### src/sv/assert_macros.svh
// assertion helpers shared by the rtl
`ifndef ASSERT_MACROS_SVH
`define ASSERT_MACROS_SVH

// same-cycle implication, checked outside reset
`define ASSERT_IMPL(label, clk, rst, ante, cons) \
   label: assert property (@(posedge clk) disable iff (rst) (ante) |-> (cons)) \
      else $error("assertion failed");

// next-cycle implication, checked outside reset
`define ASSERT_NEXT(label, clk, rst, ante, cons) \
   label: assert property (@(posedge clk) disable iff (rst) (ante) |=> (cons)) \
      else $error("assertion failed");

`endif

### src/sv/svnt_pkg.sv
package svnt_pkg;

   localparam int DEFAULT_ENTRIES = 256;
   localparam int DEFAULT_LEVELS  = 16;
   localparam int ID_W  = 29;
   localparam int ENC_W = 30;
   localparam int KEY_W = 64;
   localparam int REQ_W = 104;
   localparam int RSP_W = 40;

   // actions
   localparam logic [2:0] ACT_DECLARE = 3'd0;
   localparam logic [2:0] ACT_NUMBER  = 3'd1;
   localparam logic [2:0] ACT_TEST    = 3'd2;
   localparam logic [2:0] ACT_VARGID  = 3'd3;
   localparam logic [2:0] ACT_TEMPLID = 3'd4;
   localparam logic [2:0] ACT_INVAL   = 3'd5;
   localparam logic [2:0] ACT_ENTER   = 3'd6;
   localparam logic [2:0] ACT_LEAVE   = 3'd7;

   // operand kinds and operator classes
   localparam logic [1:0] KIND_VAR   = 2'd0;
   localparam logic [1:0] KIND_TEMP  = 2'd1;
   localparam logic [1:0] KIND_CONST = 2'd2;
   localparam logic [1:0] KIND_BAD   = 2'd3;
   localparam logic [1:0] CLS_REL    = 2'd0;
   localparam logic [1:0] CLS_ADD    = 2'd1;
   localparam logic [1:0] CLS_MUL    = 2'd2;
   localparam logic [1:0] CLS_BAD    = 2'd3;

   // result status codes
   localparam logic [2:0] ST_OK       = 3'd0;
   localparam logic [2:0] ST_NOTFOUND = 3'd1;
   localparam logic [2:0] ST_BADOP    = 3'd2;
   localparam logic [2:0] ST_DUP      = 3'd3;
   localparam logic [2:0] ST_FULL     = 3'd4;
   localparam logic [2:0] ST_SCOPE    = 3'd5;

   typedef enum logic [3:0] {
      S_IDLE, S_DECODE, S_DECL_SCAN, S_OPER_SCAN, S_KEY_SCAN, S_ID_SCAN,
      S_INV_SCAN, S_INV_POP, S_INV_LOAD, S_LEAVE_SCAN, S_RESULT
   } state_type;

   typedef enum logic [2:0] {
      MODE_VAR_CUR, MODE_VAR_NAME, MODE_VAR_OPS, MODE_KEY, MODE_GID,
      MODE_INV, MODE_LEAVE
   } mode_type;

   typedef enum logic [3:0] {
      RES_NONE, RES_DECL, RES_BADOP, RES_EXPR, RES_VARGID, RES_TEMPLID,
      RES_ENTER, RES_LEAVE
   } res_type;

   typedef struct packed {
      logic     load_req;
      logic     scan_start;
      mode_type mode;
      logic     enc_load;
      logic     inv_seed;
      logic     pop;
      logic     g_load_pop;
      res_type  res;
      logic     out_load;
   } cmd_type;

   typedef struct packed {
      logic [2:0] action;
      logic       bad_operand;
      logic       has_var;
      logic       oper_ok;
      logic       hit_a;
      logic       scope_zero;
      logic       depth_zero;
      logic       scan_done;
      logic       rsp_free;
   } stat_type;

   // operand encoding: variable and temporary shift up, constant sets bit 0
   function automatic logic [ENC_W-1:0] enc_operand(input logic [1:0] kind,
         input logic [ID_W-1:0] value, input logic [ID_W-1:0] gid);
      logic [ENC_W-1:0] r;
      begin
         r = '0;
         case (kind)
            KIND_VAR:   r = {gid, 1'b0};
            KIND_TEMP:  r = {value, 1'b0};
            KIND_CONST: r = {value, 1'b1};
            default:    r = '0;
         endcase
         return r;
      end
   endfunction

   // operator number in the key
   function automatic logic [3:0] op_number(input logic [1:0] cls, input logic [2:0] code);
      logic [3:0] r;
      begin
         case (cls)
            CLS_REL: r = {1'b0, code};
            CLS_ADD: r = {1'b0, code} + 4'd6;
            CLS_MUL: r = {1'b0, code} + 4'd8;
            default: r = '0;
         endcase
         return r;
      end
   endfunction

   function automatic logic op_commutes(input logic [1:0] cls, input logic [2:0] code);
      logic r;
      begin
         case (cls)
            CLS_REL:          r = code > 3'd3;
            CLS_ADD, CLS_MUL: r = code == 3'd0;
            default:          r = 1'b0;
         endcase
         return r;
      end
   endfunction

endpackage

### src/sv/svnt_ctrl.sv
module svnt_ctrl
   import svnt_pkg::*;
(
   input  logic     clock,
   input  logic     reset,
   input  logic     req_tvalid,
   output logic     req_tready,
   input  stat_type st,
   output cmd_type  cmd
);

   state_type state_ff, state_in;

   // state register
   always_ff @(posedge clock) begin
      if (reset) begin
         state_ff <= S_IDLE;
      end else begin
         state_ff <= state_in;
      end
   end

   // next state and commands
   always_comb begin
      state_in   = state_ff;
      cmd        = '0;
      cmd.mode   = MODE_VAR_CUR;
      cmd.res    = RES_NONE;
      req_tready = 1'b0;
      unique case (state_ff)
         S_IDLE: begin
            req_tready = 1'b1;
            if (req_tvalid) begin
               cmd.load_req = 1'b1;
               state_in     = S_DECODE;
            end
         end
         S_DECODE: begin
            unique case (st.action)
               ACT_DECLARE: begin
                  cmd.scan_start = 1'b1;
                  cmd.mode       = MODE_VAR_CUR;
                  state_in       = S_DECL_SCAN;
               end
               ACT_NUMBER, ACT_TEST: begin
                  if (st.bad_operand) begin
                     cmd.res  = RES_BADOP;
                     state_in = S_RESULT;
                  end else if (st.has_var) begin
                     cmd.scan_start = 1'b1;
                     cmd.mode       = MODE_VAR_OPS;
                     state_in       = S_OPER_SCAN;
                  end else begin
                     cmd.enc_load   = 1'b1;
                     cmd.scan_start = 1'b1;
                     cmd.mode       = MODE_KEY;
                     state_in       = S_KEY_SCAN;
                  end
               end
               ACT_VARGID, ACT_INVAL: begin
                  cmd.scan_start = 1'b1;
                  cmd.mode       = MODE_VAR_NAME;
                  state_in       = S_ID_SCAN;
               end
               ACT_TEMPLID: begin
                  cmd.scan_start = 1'b1;
                  cmd.mode       = MODE_GID;
                  state_in       = S_ID_SCAN;
               end
               ACT_ENTER: begin
                  cmd.res  = RES_ENTER;
                  state_in = S_RESULT;
               end
               ACT_LEAVE: begin
                  if (st.scope_zero) begin
                     cmd.res  = RES_LEAVE;
                     state_in = S_RESULT;
                  end else begin
                     cmd.scan_start = 1'b1;
                     cmd.mode       = MODE_LEAVE;
                     state_in       = S_LEAVE_SCAN;
                  end
               end
               default: state_in = S_IDLE;
            endcase
         end
         S_DECL_SCAN: begin
            cmd.mode = MODE_VAR_CUR;
            if (st.scan_done) begin
               cmd.res  = RES_DECL;
               state_in = S_RESULT;
            end
         end
         S_OPER_SCAN: begin
            cmd.mode = MODE_VAR_OPS;
            if (st.scan_done) begin
               if (!st.oper_ok) begin
                  cmd.res  = RES_BADOP;
                  state_in = S_RESULT;
               end else begin
                  cmd.enc_load   = 1'b1;
                  cmd.scan_start = 1'b1;
                  cmd.mode       = MODE_KEY;
                  state_in       = S_KEY_SCAN;
               end
            end
         end
         S_KEY_SCAN: begin
            cmd.mode = MODE_KEY;
            if (st.scan_done) begin
               cmd.res  = RES_EXPR;
               state_in = S_RESULT;
            end
         end
         S_ID_SCAN: begin
            cmd.mode = (st.action == ACT_TEMPLID) ? MODE_GID : MODE_VAR_NAME;
            if (st.scan_done) begin
               if (st.action == ACT_TEMPLID) begin
                  cmd.res  = RES_TEMPLID;
                  state_in = S_RESULT;
               end else begin
                  cmd.res = RES_VARGID;
                  if (st.action == ACT_INVAL && st.hit_a) begin
                     cmd.inv_seed   = 1'b1;
                     cmd.scan_start = 1'b1;
                     cmd.mode       = MODE_INV;
                     state_in       = S_INV_SCAN;
                  end else begin
                     state_in = S_RESULT;
                  end
               end
            end
         end
         S_INV_SCAN: begin
            cmd.mode = MODE_INV;
            if (st.scan_done) begin
               state_in = S_INV_POP;
            end
         end
         S_INV_POP: begin
            cmd.mode = MODE_INV;
            if (st.depth_zero) begin
               state_in = S_RESULT;
            end else begin
               cmd.pop  = 1'b1;
               state_in = S_INV_LOAD;
            end
         end
         S_INV_LOAD: begin
            cmd.mode       = MODE_INV;
            cmd.g_load_pop = 1'b1;
            cmd.scan_start = 1'b1;
            state_in       = S_INV_SCAN;
         end
         S_LEAVE_SCAN: begin
            cmd.mode = MODE_LEAVE;
            if (st.scan_done) begin
               cmd.res  = RES_LEAVE;
               state_in = S_RESULT;
            end
         end
         S_RESULT: begin
            if (st.rsp_free) begin
               cmd.out_load = 1'b1;
               state_in     = S_IDLE;
            end
         end
         default: state_in = S_IDLE;
      endcase
   end

endmodule

### config.mk
export PLATFORM = sky130hd
export DESIGN_NAME = svnt_ctrl
export DESIGN_NICKNAME = d
export VERILOG_FILES = /design/src/sv/assert_macros.svh /design/src/sv/svnt_pkg.sv /design/src/sv/svnt_ctrl.sv
export SDC_FILE = /design/constraint.sdc
export NUM_CORES = 1
export LEC_CHECK = 0
export BUFFER_PORTS_ARGS = -buffer_cell sky130_fd_sc_hd__buf_2
export CAP_MARGIN = 20
export CORE_MARGIN = 10
export CORE_UTILIZATION = 45
export DETAILED_ROUTE_END_ITERATION = 8
export PLACE_DENSITY = 0.75
export SYNTH_ARGS = -nofsm -noshare
export SYNTH_HDL_FRONTEND = slang
export SYNTH_SLANG_ARGS = --single-unit
### constraint.sdc
create_clock -name clock -period 2.91 [get_ports clock]
set_clock_uncertainty 0.15 [all_clocks]
set_input_delay 0.291 -clock clock [delete_from_list [all_inputs] [get_ports clock]]
set_output_delay 0.291 -clock clock [all_outputs]
set_load 0.01 [all_outputs]
==> results, run 1 <==
- The run finished with clean final reports.
- Once the clock tree was built, the resizer swapped 0 gates to a different size.
- The iteration count of the initial detailed-routing pass is 4.
- The endpoint identified for the worst register-to-register timing path is state_ff[3].
- The worst slack at placement is 0.739 ns.
- The worst path uses 85.1% of the clock period.
- The kind of capture point of the worst setup path is a primary output.
- IR analysis of the VDD net gives a maximum drop of 0.675 mV.
- In the final layout, the registers with the most flip-flops are state_ff: 4 flops.
- The fraction of post-synthesis cell area in the top cell type by area is 8.73%.
- The wire-length estimate of the detail-placed layout is 2190 µm.
- The antenna diode count is 0.
- The total detailed-routing wirelength is 2890 µm.
- The register with the most flip-flops in the layout has 4 of them.
- CTS built an H-tree with a depth of 1.
- Once layout is complete, the utilization of the core stands at 53.4%.
- The post-synthesis cell type with the largest combined area is sky130_fd_sc_hd__dfxtp_1.
- TritonCTS built the clock tree.
- The clock latency reported for the late side of the worst-skew pair is 0.23 ns.
- In the final timing run, aggregate negative setup slack is 0 ns.
- The die covers 4240 µm².
- Row generation in the floorplan step produced 16 rows.
- Setup slack on the critical path of the routed design comes to 0.433 ns.
- Setup violations remaining at the end of the flow were counted as 0.
- The flip-flop and latch count after synthesis is 4.
- The required time of the worst setup path is 2.47 ns.
- In this run the standard cell core region covers 1940 µm².
- Post-CTS timing repair inserted 0 buffers for setup.
- In this run the critical register-to-register path is launched from state_ff[2].
- The number of placed instances, taps included is 189.
- The starting density of the core is 47.2%.
- The terminating pin of the worst hold path is state_ff[2].
- The pin count of the biggest net entering global routing is 23.
- The number of synthesized flops with an enable pin is 0.
- The count of placed standard cells in the final layout, fillers left out is 192.
- The cell area after technology mapping is 917 µm².
- The worst hold path belongs to the class in -> reg.
- STA classifies the critical path startpoint as a flop.
- Counting distinct cell types in the post-synthesis netlist gives 48.
- In the routed design, unresolved DRC markers number 0.
- Setup repair after global routing left no endpoint under its margin.
- The max-slew violation count is 0.
- The initial antenna violation count is 0.
- The final global-route overflow total is 0.
- Sequential cells were found to cover 8.73% of the synthesized design area.
- Routability-driven placement finished with a final weighted congestion of 0.881.
- Counting flops per register, the top entry is state_ff.
- 29 I/O pins were placed.
- The die height is 65.1 µm.
- The total clock sinks is 4.
- The launch point of the worst hold path is reset.
- The number of buffers created by CTS is 3.
- After clock tree synthesis, the clock-pin slew on the worst setup and hold paths is 0.04 ns.
- Measured in cells, the most critical reg-to-reg path has a length of 5.
- In this run, post-CTS hold repair placed 0 buffers.
- Ranked by total cell area, the synthesized netlist is headed by sky130_fd_sc_hd__dfxtp_1 8.7%, sky130_fd_sc_hd__a21oi_1 8.2%, sky130_fd_sc_hd__nand2_1 7.0%.
- The transition at the pin with the smallest max-transition slack is 0.764 ns.
- The library cell used as clock root buffer is sky130_fd_sc_hd__clkbuf_4.
- From synthesis to final layout, the design area changed by 13.0%.
- The category of the most critical setup path is reg -> out.
- The reported leakage power is 0.000430 µW.
- The most used flip-flop cell after synthesis is sky130_fd_sc_hd__dfxtp_1.
- The number of buffers inserted by port buffering is 27.
- The number of hold violations in the final report is 0.
- Based on the critical path, the design can be clocked at up to 404 MHz.
- The buffer levels on the longest clock path is 2.
- The worst slew margin relative to its limit is 49.0%.
- From left edge to right edge, the die measures 65.1 µm.
- Once detail routing completed, the nets flagged for antenna violations numbered 0.
- At the worst endpoint, the arrival time is 2.04 ns.
- The post-detailed-route via-to-cell ratio is 6.04.
- After the first detailed-routing iteration, the DRC count stood at 50.
- Counting every instance in the synthesized netlist gives 148.
- The post-route netlist has 22.4% of its cells at a drive strength greater than 1.
- The minimum hold slack is 0.236 ns.
- The worst hold path was traced through 4 stages.
- Each instance of the synthesized netlist takes up on average 6.20 µm².
- In this run the worst path has a maximum fanout of 19.
- The routed layout has 1160 vias.
- The number of nets in the synthesized netlist is 162.
- The minimum period implied by the final worst setup slack is 2.48 ns.
- The post-detailed-route wirelength per cell is 15.1 µm.
- The number of global-route vias before repair is 1011.
- The final layout contains 181 nets.
- The number of max-cap violations is 0.
- The worst-case register-to-register setup slack is 0.82 ns.
- Power spread over the standard cell area amounts to 789 nW/µm².
- During synthesis, Yosys emitted a total of 0 warnings.
- The first-pass GRT wire length is 4730 µm.
- The share of synthesized registers carrying an async set or reset is 0%.
- Global routing used 13.0% of the available tracks.
## stage by stage
step                instance area, µm²  power (µW)
finish                            1040         817
global route                      1040         893
CTS                               1040         814
detailed placement                1010         743
global placement                  1010         735
floorplan                          917         592
## placed cells by master, fill, tap and decap left out, types with 2 or more instances in the layout
| cell type | n |
|---|---|
| sky130_fd_sc_hd__inv_2 | 2 |
| sky130_fd_sc_hd__nand3_1 | 4 |
| sky130_fd_sc_hd__dfxtp_1 | 4 |
| sky130_fd_sc_hd__and2_1 | 2 |
| sky130_fd_sc_hd__o21ai_0 | 8 |
| sky130_fd_sc_hd__nor2b_1 | 6 |
| sky130_fd_sc_hd__a21oi_1 | 15 |
| sky130_fd_sc_hd__inv_1 | 5 |
| sky130_fd_sc_hd__clkbuf_4 | 3 |
| sky130_fd_sc_hd__a31oi_1 | 2 |
| sky130_fd_sc_hd__buf_2 | 27 |
| sky130_fd_sc_hd__a41oi_1 | 2 |
| sky130_fd_sc_hd__nor3b_1 | 3 |
| sky130_fd_sc_hd__a21boi_0 | 2 |
| sky130_fd_sc_hd__o211ai_1 | 2 |
| sky130_fd_sc_hd__nand2_1 | 17 |
| sky130_fd_sc_hd__o21ai_1 | 4 |
| sky130_fd_sc_hd__nor3_1 | 9 |
| sky130_fd_sc_hd__a2111oi_0 | 2 |
| sky130_fd_sc_hd__nand2b_1 | 6 |
| sky130_fd_sc_hd__and3_1 | 2 |
| sky130_fd_sc_hd__xnor2_1 | 2 |
| sky130_fd_sc_hd__nor2_1 | 12 |
| sky130_fd_sc_hd__a22o_1 | 2 |
## worst max-delay path: stages, from the launching register on
cell and delay [ns]:
sky130_fd_sc_hd__dfxtp_1 0.77, sky130_fd_sc_hd__nand2b_1 0.19, sky130_fd_sc_hd__nor2_1 0.15, sky130_fd_sc_hd__a41oi_1 0.06, sky130_fd_sc_hd__or2_0 0.30, sky130_fd_sc_hd__o311ai_0 0.13, sky130_fd_sc_hd__buf_2 0.20
## area by class of cell
cell class	count	area (µm²)
Fill cell	211	906
Multi-Input combinational cell	124	738
Timing Repair Buffer	27	135
Sequential cell	4	80.1
Tap cell	27	33.8
Inverter	7	26.3
Clock buffer	3	22.5
## power by group
part | internal (µW) | total (µW) | switching [µW]
Clock | 46.0 | 66.9 | 20.9
Combinational | 245 | 559 | 314
Sequential | 76.5 | 191 | 115
## kinds of logic after synthesis
| kind of cell | synth area share (%) |
|---|---|
| buf+inv | 10.8 |
| simple gates | 40.2 |
| xor+xnor | 1.91 |
| compound gates | 37.9 |
| flops | 8.73 |
| other cells | 0.409 |
## synthesized netlist by cell type, types with 2 or more instances
cell type	instances
sky130_fd_sc_hd__nand2_1	17
sky130_fd_sc_hd__a21oi_1	15
sky130_fd_sc_hd__nor2_1	12
sky130_fd_sc_hd__nor3_1	9
sky130_fd_sc_hd__o21ai_0	8
sky130_fd_sc_hd__buf_2	7
sky130_fd_sc_hd__nand2b_1	6
sky130_fd_sc_hd__nor2b_1	6
sky130_fd_sc_hd__inv_1	5
sky130_fd_sc_hd__dfxtp_1	4
sky130_fd_sc_hd__nand3_1	4
sky130_fd_sc_hd__o21ai_1	4
sky130_fd_sc_hd__clkbuf_1	3
sky130_fd_sc_hd__nor3b_1	3
sky130_fd_sc_hd__a2111oi_0	2
sky130_fd_sc_hd__a21boi_0	2
sky130_fd_sc_hd__a22o_1	2
sky130_fd_sc_hd__a31oi_1	2
sky130_fd_sc_hd__a41oi_1	2
sky130_fd_sc_hd__and2_1	2
sky130_fd_sc_hd__and3_1	2
sky130_fd_sc_hd__buf_4	2
sky130_fd_sc_hd__inv_2	2
sky130_fd_sc_hd__o211ai_1	2
sky130_fd_sc_hd__xnor2_1	2
## routing by layer
metal / GRT usage (%) / share of wire (%) / vias up / routed length, µm
met5: 0 / 0 / - / 0
met4: 2.14 / 0 / 0 / 0
met3: 4.07 / 10 / 0 / 290
met2: 20.8 / 46 / 56 / 1320
met1: 16.9 / 44 / 527 / 1280
li1: - / - / 577 / -
## worst max path at each step
stage                          to         from  slack (ns)  depth (start not counted)
after detailed placement  cmd[11]  state_ff[3]        0.74                          6
final                     cmd[11]  state_ff[3]        0.43                          6
after global routing      cmd[11]  state_ff[0]        0.29                          5
after global placement    cmd[11]  state_ff[3]        0.75                          6
after floorplan            cmd[1]  state_ff[2]        1.21                          5
after CTS                 cmd[11]  state_ff[3]        0.48                          6
(Power assumes the default switching activity.)
==> run 2, diff against run 1 <==
--- a/config.mk
+++ b/config.mk
@@ -10,7 +10,7 @@
 export CORE_MARGIN = 10
 export CORE_UTILIZATION = 45
 export DETAILED_ROUTE_END_ITERATION = 8
-export PLACE_DENSITY = 0.75
+export PLACE_DENSITY = 0.72
 export SYNTH_ARGS = -nofsm -noshare
 export SYNTH_HDL_FRONTEND = slang
 export SYNTH_SLANG_ARGS = --single-unit
==> run 2 against run 1 <==
  * Sequential power barely moved
  * Cell count is the same
  * Die area is the same
  * Wire length shrank 2.2%
  * First-iteration DRC count is 2.0% lower
  * Worst setup slack improved by 0.014 ns
  * Highest routed layer unchanged
  * Clock-buffer cell count is the same
==> results, run 2 (same netlist as run 1, synthesis figures left out) <==
- The number of nets in the layout is 181 (unchanged).
- The half-perimeter wire length after placement was 2150 µm (was 2190 µm).
- The cell depth of the worst min-delay path was 4 (unchanged).
- The register bank with the most flops is state_ff (unchanged).
- The first-pass GRT wire length is 4530 µm (was 4730 µm).
- The initial antenna violation count is 0 (unchanged).
- The post-detailed-route wirelength per cell was 14.7 µm (was 15.1 µm).
- The count of boundary I/O pins was 29 (unchanged).
- The total detailed-routing wirelength was 2830 µm (was 2890 µm).
- The clock latency reported for the late side of the worst-skew pair was 0.24 ns (was 0.23 ns).
- The reported leakage power was 0.000430 µW (unchanged).
- The worst reg-to-reg path cell count is 5 (unchanged).
- The power density of the placed cells is 784 nW/µm² (was 789 nW/µm²).
- The total clock sinks came to 4 (unchanged).
- The number of global-route vias before repair is 1027 (was 1011).
- The worst stage delay on the critical path is 0.76 ns (was 0.77 ns).
- The critical path launch point is state_ff[3] (unchanged).
- The minimum period implied by the final worst setup slack came to 2.46 ns (was 2.48 ns).
- The worst hold-check path type was in -> reg (unchanged).
- The transition at the pin with the smallest max-transition slack is 0.736 ns (was 0.764 ns).
- The routed length on met1 was 1270 µm (was 1280 µm).
- The last weighted congestion value of the routability-driven placer is 0.858 (was 0.881).
- The critical path's slowest cell is sky130_fd_sc_hd__dfxtp_1 (unchanged).
- The CTS tree is built (unchanged).
- The required time of the worst setup path is 2.47 ns (about the same).
- The sum of buffers and inverters on the critical path is 1 (unchanged).
- The pin count of the biggest net entering global routing is 23 (unchanged).
- The most common library cell in the layout ignoring fill and taps is sky130_fd_sc_hd__buf_2 (unchanged).
- The post-detailed-route via-to-cell ratio is 6.00 (was 6.04).
- The buffer levels on the longest clock path is 2 (unchanged).
- The share of total power consumed by net switching is 54.8% (was 55.0%).
- Chain of cells forming the critical path: nand2b_1 -> nor2_1 -> a41oi_1 -> or2_0 -> o311ai_0 -> buf_2 (unchanged).
- The initial detailed-routing violation count is 49 (was 50).
- The fraction of final layout cells with drive strength greater than 1 is 22.4% (unchanged).
- The number of max-cap violations is 0 (unchanged).
- The standard-cell row count came to 16 (unchanged).
- The deepest level of the CTS H-tree came to 1 (unchanged).
- The highest routed metal layer is met3 (unchanged).
- The number of hold violations in the final report came to 0 (unchanged).
- The die outline width is 65.1 µm (unchanged).
- The total of cells resized after clock tree synthesis is 0 (unchanged).
- The met3 layer wire length in the routed design came to 278 µm (was 290 µm).
- The number of buffers inserted by port buffering is 27 (unchanged).
- The worst vdd rail ir drop is 0.548 mV (was 0.675 mV).
- The die outline area is 4240 µm² (unchanged).
- The worst slew margin relative to its limit was 50.9% (was 49.0%).
- Leading registers by flop count: state_ff: 4 flops (unchanged).
- The number of buffers inserted for hold repair after clock tree synthesis is 0 (unchanged).
- The library cell used as clock root buffer is sky130_fd_sc_hd__clkbuf_4 (unchanged).
- The kind of capture point of the worst setup path is a primary output (unchanged).
- The net load switching power is 445 µW (was 450 µW).
- The data arrival time at the worst-slack endpoint came to 2.02 ns (was 2.04 ns).
- The starting density of the core came to 47.2% (unchanged).
- The iteration count of the initial detailed-routing pass is 4 (unchanged).
- The number of failing setup endpoints in the final timing report came to 0 (unchanged).
- The clock transition at the register clock pins on the worst setup and hold paths after CTS came to 0.04 ns (about the same).
- The end point of the critical path is cmd[11] (unchanged).
- The flip-flop count of the largest register after layout is 4 (unchanged).
- The all-layer global routing usage is 12.5% (was 13.0%).
- The critical register-to-register path endpoint is state_ff[3] (unchanged).
- The antenna diode count is 0 (unchanged).
- The placeable core region was 1940 µm² (unchanged).
- Setup repair after global routing missed its margin: false (unchanged).
- The worst-case register-to-register setup slack is 0.81 ns (was 0.82 ns).
- The internal cell power is 368 µW (about the same).
- The signed area change from the synthesized netlist to the final layout is 13.0% (unchanged).
- The number of cells on the critical path came to 6 (unchanged).
- The max-slew violation count is 0 (unchanged).
- The total negative slack for setup checks was 0 ns (unchanged).
- The number of setup buffers added after CTS is 0 (unchanged).
- The relative contribution of the clock network to total power is 8.5% (was 8.2%).
- The final period utilization is 84.6% (was 85.1%).
- The number of buffers created by CTS is 3 (unchanged).
- The launch point of the worst reg-to-reg path is state_ff[2] (unchanged).
- The count of filler cells inserted in the layout is 205 (was 211).
- The final global-route overflow total is 0 (unchanged).
- The highest net fanout along the worst path is 19 (unchanged).
- The post-detailed-route count of antenna-violating nets was 0 (unchanged).
- The maximum clock frequency is 406 MHz (was 404 MHz).
- The kind of cell adding the most delay to the critical path is flip-flops (unchanged).
- The met2 wirelength from detailed routing was 1280 µm (was 1320 µm).
- The kind of start point of the critical path is a flop (unchanged).
- The via count came to 1152 (was 1160).
- The category of the most critical setup path is reg -> out (unchanged).
- Result of the run: finished, final reports clean (unchanged).
- The post-route DRC violation count came to 0 (unchanged).
- The sequential fraction of design power is 23.3% (was 23.4%).
- Most frequent cells in the layout: 27 x sky130_fd_sc_hd__buf_2, 17 x sky130_fd_sc_hd__nand2_1, 15 x sky130_fd_sc_hd__a21oi_1 (unchanged).
- The die height is 65.1 µm (unchanged).
- The power consumption was 812 µW (was 817 µW).
- The combinational share of power is 68.2% (was 68.4%).
[run 2: cell counts in the layout (fill, tap and decap cells not counted)]
No cell type changed its count.
[run 2: layout make-up]
cell class	count	area, µm²	area share [%]
inverter	7	26.3	2.54
timing repair buffer	27	135	13.0
sequential	4	80.1	7.73
multi-input combinational	124	738	71.3
clock buffer	3	22.5	2.17
tap	27	33.8	3.26
[run 2: how the worst min path moves through the flow]
stage                     start           to
after detailed placement  reset  state_ff[2]
after global routing      reset  state_ff[2]
after CTS                 reset  state_ff[2]
after floorplan           reset  state_ff[2]
final                     reset  state_ff[2]
after global placement    reset  state_ff[1]
[run 2: metrics by stage]
step                      utilization, %  instance area [µm²]  hold slack, ns  cells  setup WS [ns]
after detailed placement            52.2                 1010           0.490    189          0.734
final                               53.4                 1040           0.250    192          0.448
after global routing                53.4                 1040           0.262    192          0.356
after CTS                           53.4                 1040           0.244    192          0.459
after floorplan                        -                  917           0.339    148           1.21
after global placement              52.2                 1010           0.469    189          0.798
[run 2: power groups by stage]
| stage | sequential, µW | clock [µW] | combinational (µW) |
|---|---|---|---|
| 2_1_floorplan | 84.8 | 0 | 507 |
| 3_3_place_gp | 183 | 0 | 547 |
| 3_5_place_dp | 186 | 0 | 552 |
| 4_1_cts | 186 | 70.2 | 555 |
| 5_1_grt | 197 | 72.9 | 618 |
| 6_report | 189 | 69.3 | 554 |
[run 2: worst register-to-register path, delay by kind of cell (launching register included)]
| kind | cells | cell delay (ns) |
|---|---|---|
| and+or+nand+nor | 2 | 0.53 |
| AOI/OAI and AO/OA | 3 | 0.56 |
| DFF | 1 | 0.79 |
[run 2: layer usage]
| metal | vias up | track usage [%] |
|---|---|---|
| met2 | 63 | 19.6 |
| met1 | 514 | 16.3 |
| met3 | 0 | 3.90 |
| li1 | 575 | - |
| met5 | - | 0 |
| met4 | 0 | 2.41 |
==> run 3, diff against run 2 <==
--- a/config.mk
+++ b/config.mk
@@ -10,7 +10,7 @@
 export CORE_MARGIN = 10
 export CORE_UTILIZATION = 45
 export DETAILED_ROUTE_END_ITERATION = 8
-export PLACE_DENSITY = 0.72
+export PLACE_DENSITY = 0.75
 export SYNTH_ARGS = -nofsm -noshare
 export SYNTH_HDL_FRONTEND = slang
 export SYNTH_SLANG_ARGS = --single-unit
==> constraint.sdc (replaced) <==
create_clock -name clock -period 2 [get_ports clock]
set_clock_uncertainty 0.15 [all_clocks]
set_input_delay 0.2 -clock clock [delete_from_list [all_inputs] [get_ports clock]]
set_output_delay 0.2 -clock clock [all_outputs]
set_load 0.01 [all_outputs]
==> run 3 against run 2 <==
  * Global-route usage grew 0.63 points
  * Sequential share of layout area grew 0.17 points
  * First-iteration DRC count grew 53%
  * Worst setup slack lost 0.36 ns
  * Critical path type unchanged
  * Largest cell class unchanged
  * Highest routed layer is now met4
==> results, run 3 (same netlist as run 1, synthesis figures left out) <==
- The CTS tree is built (unchanged).
- The cell depth of the worst min-delay path is 4 (unchanged).
- The combinational share of power is 75.6% (was 68.2%).
- The all-layer global routing usage is 13.1% (was 12.5%).
- The kind of start point of the critical path is a flop (unchanged).
- The total clock sinks is 4 (unchanged).
- The worst vdd rail ir drop is 0.688 mV (was 0.548 mV).
- The signed area change from the synthesized netlist to the final layout was 27.8% (was 13.0%).
- The post-detailed-route via-to-cell ratio is 5.82 (was 6.00).
- The highest net fanout along the worst path was 12 (was 19).
- The number of buffers created by CTS is 3 (unchanged).
- The initial antenna violation count is 0 (unchanged).
- The critical path launch point is state_ff[0] (was state_ff[3]).
- The launch point of the worst hold path was reset (unchanged).
- The via count is 1193 (was 1152).
- The deepest level of the CTS H-tree is 1 (unchanged).
- The library cell used as clock root buffer is sky130_fd_sc_hd__clkbuf_4 (unchanged).
- The die outline width is 65.1 µm (unchanged).
- The internal cell power was 682 µW (was 368 µW).
- The pin count of the biggest net entering global routing is 20 (was 23).
- The buffer levels on the longest clock path was 2 (unchanged).
- The clock transition at the register clock pins on the worst setup and hold paths after CTS was 0.04 ns (about the same).
- Result of the run: finished, final reports clean (unchanged).
- The required time of the worst setup path is 1.65 ns (was 2.47 ns).
- The half-perimeter wire length after placement came to 2340 µm (was 2150 µm).
- The placeable core region was 1940 µm² (unchanged).
- The fraction of final layout cells with drive strength greater than 1 is 30.9% (was 22.4%).
- The sequential fraction of design power came to 17.3% (was 23.3%).
- The die height is 65.1 µm (unchanged).
- The category of the most critical setup path is reg -> out (unchanged).
- The starting density of the core was 47.2% (unchanged).
- The final period utilization is 95.5%.
- The number of buffers inserted for hold repair after clock tree synthesis came to 0 (unchanged).
- The number of max-cap violations is 0 (unchanged).
- The flip-flop count of the largest register after layout was 4 (unchanged).
- The power consumption is 1380 µW (was 812 µW).
- The number of buffers inserted by port buffering is 27 (unchanged).
- The register bank with the most flops is state_ff (unchanged).
- The launch point of the worst reg-to-reg path is state_ff[1] (was state_ff[2]).
- The reported leakage power is 0.000504 µW (was 0.000430 µW).
- The total detailed-routing wirelength came to 3020 µm (was 2830 µm).
- The post-route DRC violation count came to 0 (unchanged).
- The standard-cell row count is 16 (unchanged).
- The iteration count of the initial detailed-routing pass came to 4 (unchanged).
- The antenna diode count came to 0 (unchanged).
- Most frequent cells in the layout: 27 x sky130_fd_sc_hd__buf_2, 17 x sky130_fd_sc_hd__nand2_1, 15 x sky130_fd_sc_hd__a21oi_1 (unchanged).
- The number of setup buffers added after CTS is 0 (unchanged).
- The worst reg-to-reg path cell count is 5 (unchanged).
- The max-slew violation count is 0 (unchanged).
- The first-pass GRT wire length came to 4800 µm (was 4530 µm).
- The number of hold violations in the final report is 0 (unchanged).
- The relative contribution of the clock network to total power is 7.1% (was 8.5%).
- The die outline area is 4240 µm² (unchanged).
- The initial detailed-routing violation count is 75 (was 49).
- The last weighted congestion value of the routability-driven placer is 0.935 (was 0.858).
- The post-detailed-route wirelength per cell was 14.7 µm (about the same).
- The total negative slack for setup checks came to 0 ns (unchanged).
- The final global-route overflow total is 0 (unchanged).
- The net load switching power came to 700 µW (was 445 µW).
- The worst hold-check path type is in -> reg (unchanged).
- The data arrival time at the worst-slack endpoint is 1.56 ns (was 2.02 ns).
- The number of failing setup endpoints in the final timing report is 0 (unchanged).
- The clock latency reported for the late side of the worst-skew pair was 0.23 ns (was 0.24 ns).
- The number of nets in the layout came to 194 (was 181).
- Leading registers by flop count: state_ff: 4 flops (unchanged).
- Based on the critical path, the design can be clocked at up to 523 MHz.
- The count of boundary I/O pins is 29 (unchanged).
- The most common library cell in the layout ignoring fill and taps was sky130_fd_sc_hd__buf_2 (unchanged).
- The number of global-route vias before repair is 1126 (was 1027).
- The post-detailed-route count of antenna-violating nets is 0 (unchanged).
- The power density of the placed cells is 1180 nW/µm² (was 784 nW/µm²).
- The worst path in the final design needs a cycle of 1.91 ns, including I/O delays and setup.
- The share of total power consumed by net switching is 50.6% (was 54.8%).
- The kind of capture point of the worst setup path was a primary output (unchanged).
## run 3: power by group through the flow
| stage | registers [µW] | clock network (µW) | logic (µW) |
|---|---|---|---|
| final | 239 | 98.8 | 1040 |
| after global routing | 246 | 107 | 1150 |
| after CTS | 223 | 101 | 1030 |
| after detailed placement | 215 | 0 | 1020 |
| after global placement | 211 | 0 | 1000 |
| after floorplan | 123 | 0 | 738 |
## run 3: path summary, 6_finish.rpt
kind | endpoint | slack, ns
max | cmd[2] | 0.09
min | state_ff[2] | 0.15
max reg2reg | state_ff[0] | 0.34
min reg2reg | state_ff[0] | 0.40
## run 3: what timing repair did
| item | 4_1_cts | 5_1_grt |
|---|---|---|
| endpoints found under the hold margin | 0 | 0 |
| gates resized for setup | 4 | 6 |
| setup endpoints to repair | 8 | 7 |
## run 3: critical path, cell delays in order (launching register included)
cell                      delay (ns)
sky130_fd_sc_hd__dfxtp_4        0.41
sky130_fd_sc_hd__buf_4          0.15
sky130_fd_sc_hd__nand2_1        0.07
sky130_fd_sc_hd__o32a_1         0.31
sky130_fd_sc_hd__o21ai_1        0.12
sky130_fd_sc_hd__a22o_1         0.15
sky130_fd_sc_hd__buf_2          0.13
## run 3: layer usage
metal,vias up,GRT usage [%],share of wire [%]
li1,598,-,-
met1,527,16.2,45
met4,0,5.35,3.3
met2,58,21.1,43
met3,10,3.39,8.3
met5,-,0,0
## run 3: stage by stage
step | hold slack [ns] | instances | util, % | area, µm² | worst slack, ns
finish | 0.146 | 205 | 60.4 | 1170 | 0.0897
floorplan | 0.248 | 148 | - | 917 | 0.388
detailed placement | 0.390 | 202 | 57.9 | 1120 | 0.0838
global placement | 0.380 | 202 | 57.9 | 1120 | 0.132
CTS | 0.139 | 205 | 59.7 | 1160 | 0.0299
global route | 0.158 | 205 | 60.4 | 1170 | -0.00265
## run 3: layout make-up
type | count | area (µm²)
fillers | 183 | 769
multi-input cells | 124 | 752
repair buffers | 40 | 245
flip-flops and latches | 4 | 92.6
well taps | 27 | 33.8
inverters | 7 | 26.3
clock buffers | 3 | 22.5
